[src/rtl/pcl_pkg.sv]
// Shared types and constants for the press-code lock.
// Holds the request/response word layouts, command codes and register indexes.
// No dependencies.
package pcl_pkg;

   // Longest code the sequence register holds
   localparam int CODE_MAX = 16;
   localparam int CODE_W   = 16;
   localparam int LEN_W    = 5;
   localparam int MS_W     = 16;
   localparam int WIN_W    = 18;
   localparam int FAIL_W   = 8;
   localparam int SEC_W    = 8;
   localparam int MS_PER_S = 1000;

   // Command codes
   localparam logic [2:0] CMD_TICK    = 3'd0;
   localparam logic [2:0] CMD_START   = 3'd1;
   localparam logic [2:0] CMD_RESTART = 3'd2;
   localparam logic [2:0] CMD_LOCK    = 3'd3;
   localparam logic [2:0] CMD_ADMIN   = 3'd4;

   // Register indexes (byte address / 4)
   localparam logic [2:0] REG_ENABLED   = 3'd0;
   localparam logic [2:0] REG_SHORT_MAX = 3'd1;
   localparam logic [2:0] REG_LONG_MIN  = 3'd2;
   localparam logic [2:0] REG_GAP_LIMIT = 3'd3;
   localparam logic [2:0] REG_TIMEOUT   = 3'd4;
   localparam logic [2:0] REG_RETRIES   = 3'd5;
   localparam logic [2:0] REG_CODE_BITS = 3'd6;
   localparam logic [2:0] REG_CODE_LEN  = 3'd7;

   typedef struct packed {
      logic [2:0]        cmd;
      logic              pressed;
      logic [CODE_W-1:0] pass_bits;
      logic [LEN_W-1:0]  pass_length;
   } req_word_type;

   typedef struct packed {
      logic              locked;
      logic              just_unlocked;
      logic              admin_accepted;
      logic [FAIL_W-1:0] retry_count;
      logic              entry_blocked;
   } rsp_word_type;

endpackage

[src/rtl/press_code_lock_core.sv]
// Press-code lock: decodes timed button presses into a code and unlocks on a match or an accepted admin passcode.
// Depends on pcl_pkg for word layouts, command codes and register indexes.
//
//   port group   direction  handshake           word
//   req_*        in         req_valid/req_stall  pcl_pkg::req_word_type
//   rsp_*        out        rsp_valid/rsp_stall  pcl_pkg::rsp_word_type
//   p* (APB)     in/out     psel/penable/pready  32-bit registers at 4*i
//
// One word per cycle sustained while the response does not stall; each word passes
// through the input register, then through the update logic into the response
// register. The lock state updates as the word moves into the response register.
// A stalled response holds; the input register keeps taking words while the
// response register is free or being drained. Reset is synchronous and clears
// the lock state, counters and registers to their defaults.
module press_code_lock_core (
   input  logic                 clock,
   input  logic                 reset,
   input  logic                 req_valid,
   output logic                 req_stall,
   input  pcl_pkg::req_word_type req_data,
   output logic                 rsp_valid,
   input  logic                 rsp_stall,
   output pcl_pkg::rsp_word_type rsp_data,
   input  logic                 psel,
   input  logic                 penable,
   input  logic                 pwrite,
   input  logic [4:0]           paddr,
   input  logic [31:0]          pwdata,
   output logic [31:0]          prdata,
   output logic                 pready
);
   import pcl_pkg::*;

   localparam logic [1:0] STAGE_IDLE  = 2'd0;
   localparam logic [1:0] STAGE_PRESS = 2'd1;
   localparam logic [1:0] STAGE_GAP   = 2'd2;

   localparam int IDX_W = $clog2(CODE_W);

   // Configuration registers
   logic              enabled_ff;
   logic [MS_W-1:0]   short_max_ff;
   logic [MS_W-1:0]   long_min_ff;
   logic [MS_W-1:0]   gap_limit_ff;
   logic [SEC_W-1:0]  timeout_ff;
   logic [FAIL_W-1:0] retries_ff;
   logic [CODE_W-1:0] code_bits_ff;
   logic [LEN_W-1:0]  code_len_ff;

   // Lock state
   logic              locked_ff, locked_in;
   logic [1:0]        stage_ff, stage_in;
   logic [MS_W-1:0]   press_ff, press_in;
   logic [MS_W-1:0]   gap_ff, gap_in;
   logic [CODE_W-1:0] seq_ff, seq_in;
   logic [LEN_W-1:0]  cnt_ff, cnt_in;
   logic [FAIL_W-1:0] fail_ff, fail_in;
   logic [WIN_W-1:0]  win_ff, win_in;

   // Pipeline registers
   logic              in_valid_ff;
   req_word_type      in_data_ff;
   logic              out_valid_ff;
   rsp_word_type      out_data_ff, out_data_in;

   logic              advance;
   logic              cfg_write;
   logic [2:0]        cfg_idx;

   logic [MS_W-1:0]   press_inc, gap_inc;
   logic [WIN_W-1:0]  win_inc, timeout_lim;
   logic [LEN_W-1:0]  eff_len;
   logic [CODE_W:0]   mask_wide;
   logic [CODE_W-1:0] code_mask;
   logic [FAIL_W-1:0] fail_inc;
   logic              timed_pre, retries_pre, timed_post, retries_post;
   logic              press_short, press_ok, seq_full;
   logic [CODE_W-1:0] seq_add, seq_rel;
   logic [LEN_W-1:0]  cnt_rel;
   logic              match_rel, match_cur, gap_ok, pass_ok;
   logic              pulse, admin;

   // ---------------------------------------------------------------- handshakes
   assign advance   = in_valid_ff && (!out_valid_ff || !rsp_stall);
   assign req_stall = in_valid_ff && !advance;
   assign rsp_valid = out_valid_ff;
   assign rsp_data  = out_data_ff;

   always_ff @(posedge clock) begin
      if (reset) begin
         in_valid_ff <= 1'b0;
      end else if (!req_stall) begin
         in_valid_ff <= req_valid;
      end
   end

   always_ff @(posedge clock) begin
      if (req_valid && !req_stall) begin
         in_data_ff <= req_data;
      end
   end

   always_ff @(posedge clock) begin
      if (reset) begin
         out_valid_ff <= 1'b0;
      end else if (advance) begin
         out_valid_ff <= 1'b1;
      end else if (!rsp_stall) begin
         out_valid_ff <= 1'b0;
      end
   end

   always_ff @(posedge clock) begin
      if (advance) begin
         out_data_ff <= out_data_in;
      end
   end

   // ---------------------------------------------------------------- registers
   assign pready    = 1'b1;
   assign cfg_idx   = paddr[4:2];
   assign cfg_write = psel && penable && pwrite;

   always_ff @(posedge clock) begin
      if (reset) begin
         enabled_ff   <= 1'b0;
         short_max_ff <= MS_W'(200);
         long_min_ff  <= MS_W'(400);
         gap_limit_ff <= MS_W'(1000);
         timeout_ff   <= '0;
         retries_ff   <= '0;
         code_bits_ff <= '0;
         code_len_ff  <= LEN_W'(4);
      end else if (cfg_write) begin
         case (cfg_idx)
            REG_ENABLED:   enabled_ff   <= pwdata[0];
            REG_SHORT_MAX: short_max_ff <= pwdata[MS_W-1:0];
            REG_LONG_MIN:  long_min_ff  <= pwdata[MS_W-1:0];
            REG_GAP_LIMIT: gap_limit_ff <= pwdata[MS_W-1:0];
            REG_TIMEOUT:   timeout_ff   <= pwdata[SEC_W-1:0];
            REG_RETRIES:   retries_ff   <= pwdata[FAIL_W-1:0];
            REG_CODE_BITS: code_bits_ff <= pwdata[CODE_W-1:0];
            REG_CODE_LEN:  code_len_ff  <= pwdata[LEN_W-1:0];
            default: ;
         endcase
      end
   end

   always_comb begin
      case (cfg_idx)
         REG_ENABLED:   prdata = 32'(enabled_ff);
         REG_SHORT_MAX: prdata = 32'(short_max_ff);
         REG_LONG_MIN:  prdata = 32'(long_min_ff);
         REG_GAP_LIMIT: prdata = 32'(gap_limit_ff);
         REG_TIMEOUT:   prdata = 32'(timeout_ff);
         REG_RETRIES:   prdata = 32'(retries_ff);
         REG_CODE_BITS: prdata = 32'(code_bits_ff);
         REG_CODE_LEN:  prdata = 32'(code_len_ff);
         default:       prdata = '0;
      endcase
   end

   // ---------------------------------------------------------------- update logic
   // Every word counts as one millisecond; counters saturate
   assign press_inc = (press_ff == '1) ? press_ff : press_ff + 1'b1;
   assign gap_inc   = (gap_ff == '1) ? gap_ff : gap_ff + 1'b1;
   assign win_inc   = (win_ff == '1) ? win_ff : win_ff + 1'b1;
   assign fail_inc  = (fail_ff == '1) ? fail_ff : fail_ff + 1'b1;

   assign timeout_lim = WIN_W'(WIN_W'(timeout_ff) * WIN_W'(MS_PER_S));
   assign eff_len     = (code_len_ff > LEN_W'(CODE_MAX)) ? LEN_W'(CODE_MAX) : code_len_ff;
   assign mask_wide   = (CODE_W+1)'(1) << eff_len;
   assign code_mask   = CODE_W'(mask_wide - 1'b1);

   assign timed_pre   = (timeout_ff != '0) && (win_inc > timeout_lim);
   assign retries_pre = (retries_ff != '0) && (fail_ff >= retries_ff);

   // Classify the press that ends on this tick; short wins when both limits apply
   assign press_short = press_inc < short_max_ff;
   assign press_ok    = press_short || (press_inc >= long_min_ff);
   assign seq_full    = cnt_ff >= LEN_W'(CODE_W);
   assign seq_add     = seq_ff | (CODE_W'(!press_short) << cnt_ff[IDX_W-1:0]);

   always_comb begin
      if (!press_ok) begin
         seq_rel = '0;
         cnt_rel = '0;
      end else if (seq_full) begin
         seq_rel = seq_ff;
         cnt_rel = cnt_ff;
      end else begin
         seq_rel = seq_add;
         cnt_rel = cnt_ff + 1'b1;
      end
   end

   assign match_rel = ((seq_rel ^ code_bits_ff) & code_mask) == '0;
   assign match_cur = ((seq_ff ^ code_bits_ff) & code_mask) == '0;
   assign gap_ok    = (cnt_ff != '0) && (cnt_ff == eff_len) && match_cur;
   assign pass_ok   = (in_data_ff.pass_length == eff_len) &&
                      (((in_data_ff.pass_bits ^ code_bits_ff) & code_mask) == '0);

   always_comb begin
      locked_in = locked_ff;
      stage_in  = stage_ff;
      press_in  = press_inc;
      gap_in    = gap_inc;
      win_in    = win_inc;
      seq_in    = seq_ff;
      cnt_in    = cnt_ff;
      fail_in   = fail_ff;
      pulse     = 1'b0;
      admin     = 1'b0;
      case (in_data_ff.cmd)
         CMD_TICK: begin
            if (!enabled_ff) begin
               locked_in = 1'b0;
            end else if (locked_ff && !timed_pre && !retries_pre) begin
               case (stage_ff)
                  STAGE_IDLE: begin
                     if (in_data_ff.pressed) begin
                        stage_in = STAGE_PRESS;
                        press_in = '0;
                     end
                  end
                  STAGE_PRESS: begin
                     if (!in_data_ff.pressed) begin
                        stage_in = STAGE_GAP;
                        gap_in   = '0;
                        seq_in   = seq_rel;
                        cnt_in   = cnt_rel;
                        if (cnt_rel >= eff_len) begin
                           if (match_rel) begin
                              locked_in = 1'b0;
                              pulse     = 1'b1;
                           end else begin
                              fail_in  = fail_inc;
                              seq_in   = '0;
                              cnt_in   = '0;
                              stage_in = STAGE_IDLE;
                              press_in = '0;
                           end
                        end
                     end
                  end
                  default: begin
                     if (in_data_ff.pressed) begin
                        stage_in = STAGE_PRESS;
                        press_in = '0;
                     end else if (gap_inc > gap_limit_ff) begin
                        if (gap_ok) begin
                           locked_in = 1'b0;
                           pulse     = 1'b1;
                        end else begin
                           // Partial sequence left hanging: count a failure
                           if (cnt_ff != '0) begin
                              fail_in  = fail_inc;
                              press_in = '0;
                           end
                           seq_in   = '0;
                           cnt_in   = '0;
                           stage_in = STAGE_IDLE;
                        end
                     end
                  end
               endcase
            end
         end
         CMD_START, CMD_RESTART, CMD_LOCK: begin
            if (in_data_ff.cmd == CMD_START) begin
               locked_in = enabled_ff;
               fail_in   = '0;
            end else if (in_data_ff.cmd == CMD_LOCK) begin
               locked_in = 1'b1;
               fail_in   = '0;
            end
            seq_in   = '0;
            cnt_in   = '0;
            stage_in = STAGE_IDLE;
            press_in = '0;
            win_in   = '0;
         end
         CMD_ADMIN: begin
            if (pass_ok) begin
               locked_in = 1'b0;
               pulse     = 1'b1;
               admin     = 1'b1;
            end
         end
         default: ;
      endcase
   end

   assign timed_post   = (timeout_ff != '0) && (win_in > timeout_lim);
   assign retries_post = (retries_ff != '0) && (fail_in >= retries_ff);

   always_comb begin
      out_data_in.locked         = locked_in;
      out_data_in.just_unlocked  = pulse;
      out_data_in.admin_accepted = admin;
      out_data_in.retry_count    = fail_in;
      out_data_in.entry_blocked  = enabled_ff && locked_in && (timed_post || retries_post);
   end

   always_ff @(posedge clock) begin
      if (reset) begin
         locked_ff <= 1'b0;
         stage_ff  <= STAGE_IDLE;
         press_ff  <= '0;
         gap_ff    <= '0;
         seq_ff    <= '0;
         cnt_ff    <= '0;
         fail_ff   <= '0;
         win_ff    <= '0;
      end else if (advance) begin
         locked_ff <= locked_in;
         stage_ff  <= stage_in;
         press_ff  <= press_in;
         gap_ff    <= gap_in;
         seq_ff    <= seq_in;
         cnt_ff    <= cnt_in;
         fail_ff   <= fail_in;
         win_ff    <= win_in;
      end
   end

endmodule
[config.mk]
export PLATFORM = sky130hd
export DESIGN_NAME = press_code_lock_core
export DESIGN_NICKNAME = d
export VERILOG_FILES = /design/src/rtl/pcl_pkg.sv /design/src/rtl/press_code_lock_core.sv
export SDC_FILE = /design/constraint.sdc
export NUM_CORES = 1
export LEC_CHECK = 0
export BUFFER_PORTS_ARGS = -buffer_cell sky130_fd_sc_hd__buf_2
export CAP_MARGIN = 15
export CORE_MARGIN = 5
export CORE_UTILIZATION = 55
export CTS_CLUSTER_SIZE = 25
export DETAILED_ROUTE_END_ITERATION = 10
export MAX_ROUTING_LAYER = met4
export PLACE_DENSITY = 0.74
export SLEW_MARGIN = 20
export SYNTH_ARGS = -nofsm -noshare
export SYNTH_HDL_FRONTEND = slang
export SYNTH_SLANG_ARGS = --single-unit
[constraint.sdc]
create_clock -name clock -period 9.7 [get_ports clock]
set_input_delay 0.485 -clock clock [delete_from_list [all_inputs] [get_ports clock]]
set_output_delay 0.485 -clock clock [all_outputs]
set_load 0.03 [all_outputs]
==> impl_metrics.env, run 1 <==
export IMPL_fillerInstances=2404
export IMPL_cts_hold_buf=0
export IMPL_firstDrtPassIters=7
export IMPL_drv_cap=0
export IMPL_rsz0062_at_grt="false"
export IMPL_p_leak_nw=6.61
export IMPL_htree_levels=1
export IMPL_cts_path_max_buffers=3
export IMPL_end_kind="flop"
export IMPL_synthesis_area_sq_mm=0.0151
export IMPL_async_flop_share_pct=0
export IMPL_cp_required_ns=9.97
export IMPL_die_w_microns=176
export IMPL_synthAdderAreaFrac_pct=14.9
export IMPL_antenna_found_initial=0
export IMPL_synthSimpleGateAreaFrac_pct=20.1
export IMPL_std_cell_rows=60
export IMPL_min_period_over_period_pct=89.9
export IMPL_drcViolationCount=0
export IMPL_power_mw=2.05
export IMPL_synth_top_family_by_area="simple AND/OR/NAND/NOR gates"
export IMPL_grt_pass1_wl_mm=68.8
export IMPL_setup_viol=0
export IMPL_gp_congestion=0.958
export IMPL_post_cts_buffers=0
export IMPL_synthFlopType="dfxtp_1"
export IMPL_cp_slowest_stage_delay_ns=0.59
export IMPL_power_density_mw_per_mm2=125
export IMPL_via_count=13400
export IMPL_arrival_ns=8.99
export IMPL_routed_wl_mm=43.1
export IMPL_synth_area_mux_share_pct=3.10
export IMPL_finClkSkew_ns=0.0237
export IMPL_netlist_top_cells_area="dfxtp_1 23%, ha_1 12%, edfxtp_1 7.4%"
export IMPL_layout_common_cells="237 x nand2_1, 170 x dfxtp_1, 149 x nor2_1"
export IMPL_status="complete, no violations"
export IMPL_layout_nets=2100
export IMPL_clock_sinks=207
export IMPL_layout_commonest_cell="nand2_1"
export IMPL_ys_seq_area_share_pct=29.9
export IMPL_ioPinCount=116
export IMPL_grt_use_total_pct=28.0
export IMPL_start_kind="flop"
export IMPL_wl_per_cell_microns=19.4
export IMPL_clock_latency_ns=0.55
export IMPL_grt_pass1_vias=12800
export IMPL_slew_violations=0
export IMPL_numPortBuffers=80
export IMPL_cts_tree="built"
export IMPL_cts_repair_resize_count=0
export IMPL_timing_worst_setup_path_type="reg -> reg"
export IMPL_core_area_sq_mm=0.0270
export IMPL_synth_seq_cells=207
export IMPL_synth_compound_area_share_pct=19.0
export IMPL_cpMaxStageDelayCell="dfxtp_1"
export IMPL_start_util_pct=55.9
export IMPL_synth_edf_count=37
export IMPL_drtAntennaViolNets=0
export IMPL_grt_overflow=0
export IMPL_hold_viol=0
export IMPL_die_y_microns=176
export IMPL_ir_drop_uv=153
export IMPL_drt_vias_per_instance=6.01
export IMPL_yosysUniqueCellTypes=95
export IMPL_path_max_fanout=9
export IMPL_ys_warnings_count=0
export IMPL_worst_pin_slew_ns=1.07
export IMPL_whs_ns=0.110
export IMPL_drt_iter0_markers=1232
export IMPL_path_common_cell="a21oi_1"
export IMPL_netlist_instances=1845
export IMPL_relSlewSlack_pct=28.6
export IMPL_layout_drive_gt1_share_pct=9.13
export IMPL_hold_class="in -> reg"
export IMPL_fmax_ghz=0.115
export IMPL_synth_top_area_cell="dfxtp_1"
export IMPL_hpwl_mm=32.1
export IMPL_grt_max_degree=70
export IMPL_min_period_ns=8.72
export IMPL_synth_top_area_share_pct=22.5
export IMPL_dieArea_sq_mm=0.0309
export IMPL_numCtsBuffers=25
export IMPL_path_clk_slew_ns=0.06
export IMPL_synthXorXnorAreaFrac_pct=6.43
export IMPL_cts_root_buffer="clkbuf_16"
export IMPL_areaGrowthSynthToFinish_pct=8.60
export IMPL_avgSynthCellArea_sq_um=8.19
export IMPL_fin_tns_setup_ns=0
## stage by stage
stage                     instances  worst slack (ns)  utilization, %  cell area, sq um
after floorplan                1860              2.01               -             15200
after CTS                      2224              1.06            60.7             16400
after detailed placement       2178              1.08            57.6             15600
after global routing           2224             0.354            60.7             16400
final                          2225             0.981            60.7             16400
after global placement         2178              1.26            57.6             15600
## cells by family (layout without fill, tap and decap cells)
group	count (synthesis)	after routing
simple gates	639	639
mux	40	40
xor+xnor	111	111
buf+inv	233	256
flops	207	207
compound gates	446	446
fa+ha+maj	167	167
other cells	2	18
## synth_stat cells (21+ instances only)
cell type  count
nand2_1      237
dfxtp_1      170
nor2_1       149
a21oi_1      148
ha_1         145
inv_1        113
clkbuf_1      86
o21ai_0       81
xnor2_1       66
xor2_1        45
edfxtp_1      37
a22oi_1       35
nand3_1       35
nor3_1        35
mux2i_1       31
nor2b_1       31
nand4_1       26
fa_1          22
buf_4         21
## state kept, by name (all words and copies together), names as in the netlist, 16 cells and up
signal / cells
seq_ff: 16
gap_ff: 16
press_ff: 16
gap_limit_ff: 16
win_ff: 18
in_data_ff: 25
short_max_ff: 16
code_bits_ff: 16
long_min_ff: 16
## worst paths after layout
kind | from | end | slack [ns] | cells past startpoint
setup / recovery | timeout_ff[2]$_SDFFE_PP0P_ | rsp_data[0]$_DFFE_PP_ | 0.98 | 41
hold / removal | req_data[5] | in_data_ff[5]$_DFFE_PP_ | 0.11 | 1
setup reg to reg | timeout_ff[2]$_SDFFE_PP0P_ | rsp_data[0]$_DFFE_PP_ | 0.98 | 41
hold reg to reg | long_min_ff[12]$_SDFFE_PP0P_ | long_min_ff[12]$_SDFFE_PP0P_ | 0.45 | 2
## per-layer routing
layer,global-route usage [%],share of wire [%],up-vias
li1,-,-,6491
met1,36.0,43,6289
met2,45.7,47,485
met3,3.51,6.4,111
met4,9.97,4.1,0
met5,-,0,-
## power breakdown
part | internal [mW] | switching, mW
Clock | 0.584 | 0.395
Sequential | 0.889 | 0.0130
Combinational | 0.0520 | 0.119
Total | 1.53 | 0.527
## critical path: cells and delay by family, from the launching register on
kind	cells	cell delay, ns
AO/OA/AOI/OAI	17	3.05
flip-flops	1	0.59
AND/OR/NAND/NOR	12	1.57
XOR/XNOR	2	0.29
adder cells (fa/ha/maj)	7	2.76
buffers and inverters	3	0.20
## area by class of cell
| cell class | instances | area, sq um | area share (%) |
|---|---|---|---|
| diodes | 1 | 2.50 | 0.0152 |
| clock buffers | 32 | 652 | 3.97 |
| clock inverters | 14 | 185 | 1.13 |
| inverters | 114 | 428 | 2.61 |
| multi-input cells | 1420 | 9680 | 59.0 |
| flip-flops and latches | 207 | 4510 | 27.5 |
| well taps | 341 | 427 | 2.60 |
| repair buffers | 96 | 523 | 3.19 |
(Power assumes the default switching activity.)
==> inputs of run 2 (changes only) <==
BUFFER_PORTS_ARGS = unset   (was -buffer_cell sky130_fd_sc_hd__buf_2)
DONT_BUFFER_PORTS = 1   (was unset)
GPL_TIMING_DRIVEN = 0   (was unset)
PLACE_DENSITY = 0.7   (was 0.74)
==> run 2 against run 1 <==
- first-iteration DRC count up 17%
- fmax down 4.5%
- register-to-register slack worse by 0.41 ns
- worst hold slack worse by 0.094 ns
- non-clock buffer count up 25
- critical path depth up 1
- largest power group unchanged
==> impl_metrics.env, run 2 (same netlist as run 1, synthesis figures left out) <==
export IMPL_whs_ns=0.0155
export IMPL_drt_vias_per_instance=6.12
export IMPL_std_cell_rows=60
export IMPL_numPortBuffers=0
export IMPL_grt_overflow=0
export IMPL_min_period_over_period_pct=94.1
export IMPL_hold_class="in -> reg"
export IMPL_arrival_ns=9.40
export IMPL_die_w_microns=176
export IMPL_layout_drive_gt1_share_pct=5.61
export IMPL_via_count=13700
export IMPL_pre_cts_ws_ns=0.579
export IMPL_layout_nets=2125
export IMPL_cp_required_ns=9.97
export IMPL_timing_worst_setup_path_type="reg -> reg"
export IMPL_wl_per_cell_microns=21.1
export IMPL_grt_pass1_wl_mm=73.4
export IMPL_ioPinCount=116
export IMPL_postLayoutCoreUtil_pct=61.1
export IMPL_r2r_slack_ns=0.57
export IMPL_antenna_found_initial=0
export IMPL_final_area_sq_mm=0.0165
export IMPL_fillerInstances=2470
export IMPL_ir_drop_uv=219
export IMPL_cpMaxStageDelayCell="dfxtp_1"
export IMPL_setup_viol=0
export IMPL_largest_reg_flops=25
export IMPL_drt_iter0_markers=1439
export IMPL_htree_levels=1
export IMPL_grt_max_degree=26
export IMPL_multi_input_area_sq_mm=0.00968
export IMPL_numCtsBuffers=25
export IMPL_grt_use_total_pct=30.6
export IMPL_fin_tns_setup_ns=0
export IMPL_clock_latency_ns=0.56
export IMPL_relSlewSlack_pct=27.5
export IMPL_power_density_mw_per_mm2=127
export IMPL_power_mw=2.09
export IMPL_routed_wl_mm=47.4
export IMPL_layout_common_cells="237 x nand2_1, 169 x dfxtp_1, 149 x nor2_1"
export IMPL_finalWorstSetupSlack_ns=0.573
export IMPL_clock_sinks=207
export IMPL_areaGrowthSynthToFinish_pct=9.33
export IMPL_core_area_sq_mm=0.0270
export IMPL_cp_slowest_stage_delay_ns=0.62
export IMPL_drcViolationCount=0
export IMPL_grt_pass1_vias=13000
export IMPL_min_period_ns=9.13
export IMPL_firstDrtPassIters=7
export IMPL_antennaDiodeCount=0
export IMPL_path_max_fanout=9
export IMPL_finClkSkew_ns=0.0308
export IMPL_cts_root_buffer="clkbuf_16"
export IMPL_drv_cap=0
export IMPL_start_kind="flop"
export IMPL_end_kind="flop"
export IMPL_dp_cells=2201
export IMPL_slew_violations=0
export IMPL_path_common_cell="a21oi_1"
export IMPL_p_leak_nw=6.50
export IMPL_worst_pin_slew_ns=1.08
export IMPL_largest_register="in_data_ff"
export IMPL_start_util_pct=55.9
export IMPL_gp_congestion=0.984
export IMPL_status="complete, no violations"
export IMPL_die_y_microns=176
export IMPL_hpwl_mm=37.2
export IMPL_cts_tree="built"
export IMPL_fmax_ghz=0.110
export IMPL_path_clk_slew_ns=0.07
export IMPL_drtAntennaViolNets=0
export IMPL_dieArea_sq_mm=0.0309
export IMPL_layout_commonest_cell="nand2_1"
export IMPL_fin_cells=2248
export IMPL_register_area_sq_mm=0.00452
export IMPL_rsz0062_at_grt="false"
export IMPL_place_area_sq_mm=0.0156
export IMPL_hold_viol=0
export IMPL_cts_path_max_buffers=3
export IMPL_top_regs="in_data_ff: 25 flops, win_ff: 18 flops"
-- run 2: changes by cell type in the layout (fill, tap and decap cells not counted), sizes merged --
cell,before,now
bufinv,4,3
dlygate4sd2,0,1
clkbuf,32,122
clkinvlp,1,0
inv,115,116
clkinv,8,5
dlygate4sd3,0,2
diode,1,0
buf,96,31
-- run 2: layout make-up --
type	count	share of cell area, %
Timing Repair Buffer	2	0.121
Clock buffer	35	4.52
Clock inverter	10	0.886
Sequential cell	207	27.3
Inverter	114	2.59
Multi-Input combinational cell	1420	58.6
Tap cell	341	2.58
Buffer	119	3.35
-- run 2: worst max-delay path, delay by kind of cell (launching register included) --
kind	cells	cell delay, ns
xor+xnor	2	0.45
fa+ha+maj	7	2.80
compound gates	17	3.05
flops	1	0.62
simple gates	12	1.36
buf+inv	4	0.58
-- run 2: per-layer routing --
layer  wire length, microns  up-vias  global-route usage, %
li1                       -     6562                      -
met1                  20600     6537                   40.5
met2                  21900      547                   49.6
met3                   3380      103                   4.43
met4                   1500        0                   8.09
met5                      0        -                      -
-- run 2: final timing paths --
kind / start / to / cells after the start
setup / recovery: timeout_ff[0]$_SDFFE_PP0P_ / rsp_data[0]$_DFFE_PP_ / 42
hold / removal: req_data[7] / in_data_ff[7]$_DFFE_PP_ / 0
setup reg to reg: timeout_ff[0]$_SDFFE_PP0P_ / rsp_data[0]$_DFFE_PP_ / 42
hold reg to reg: long_min_ff[12]$_SDFFE_PP0P_ / long_min_ff[12]$_SDFFE_PP0P_ / 2
-- run 2: timing repair --
action | CTS | global route
hold buffers | 2 | 0
resized for setup | 0 | 1
setup buffers | 0 | 0
hold endpoints to repair | 2 | 0
endpoints found under the setup margin | 0 | 1
-- run 2: where the power goes --
| group | total (mW) | switching [mW] | internal (mW) |
|---|---|---|---|
| Combinational | 0.164 | 0.114 | 0.0495 |
| Clock | 1.02 | 0.399 | 0.621 |
| Sequential | 0.906 | 0.0162 | 0.889 |
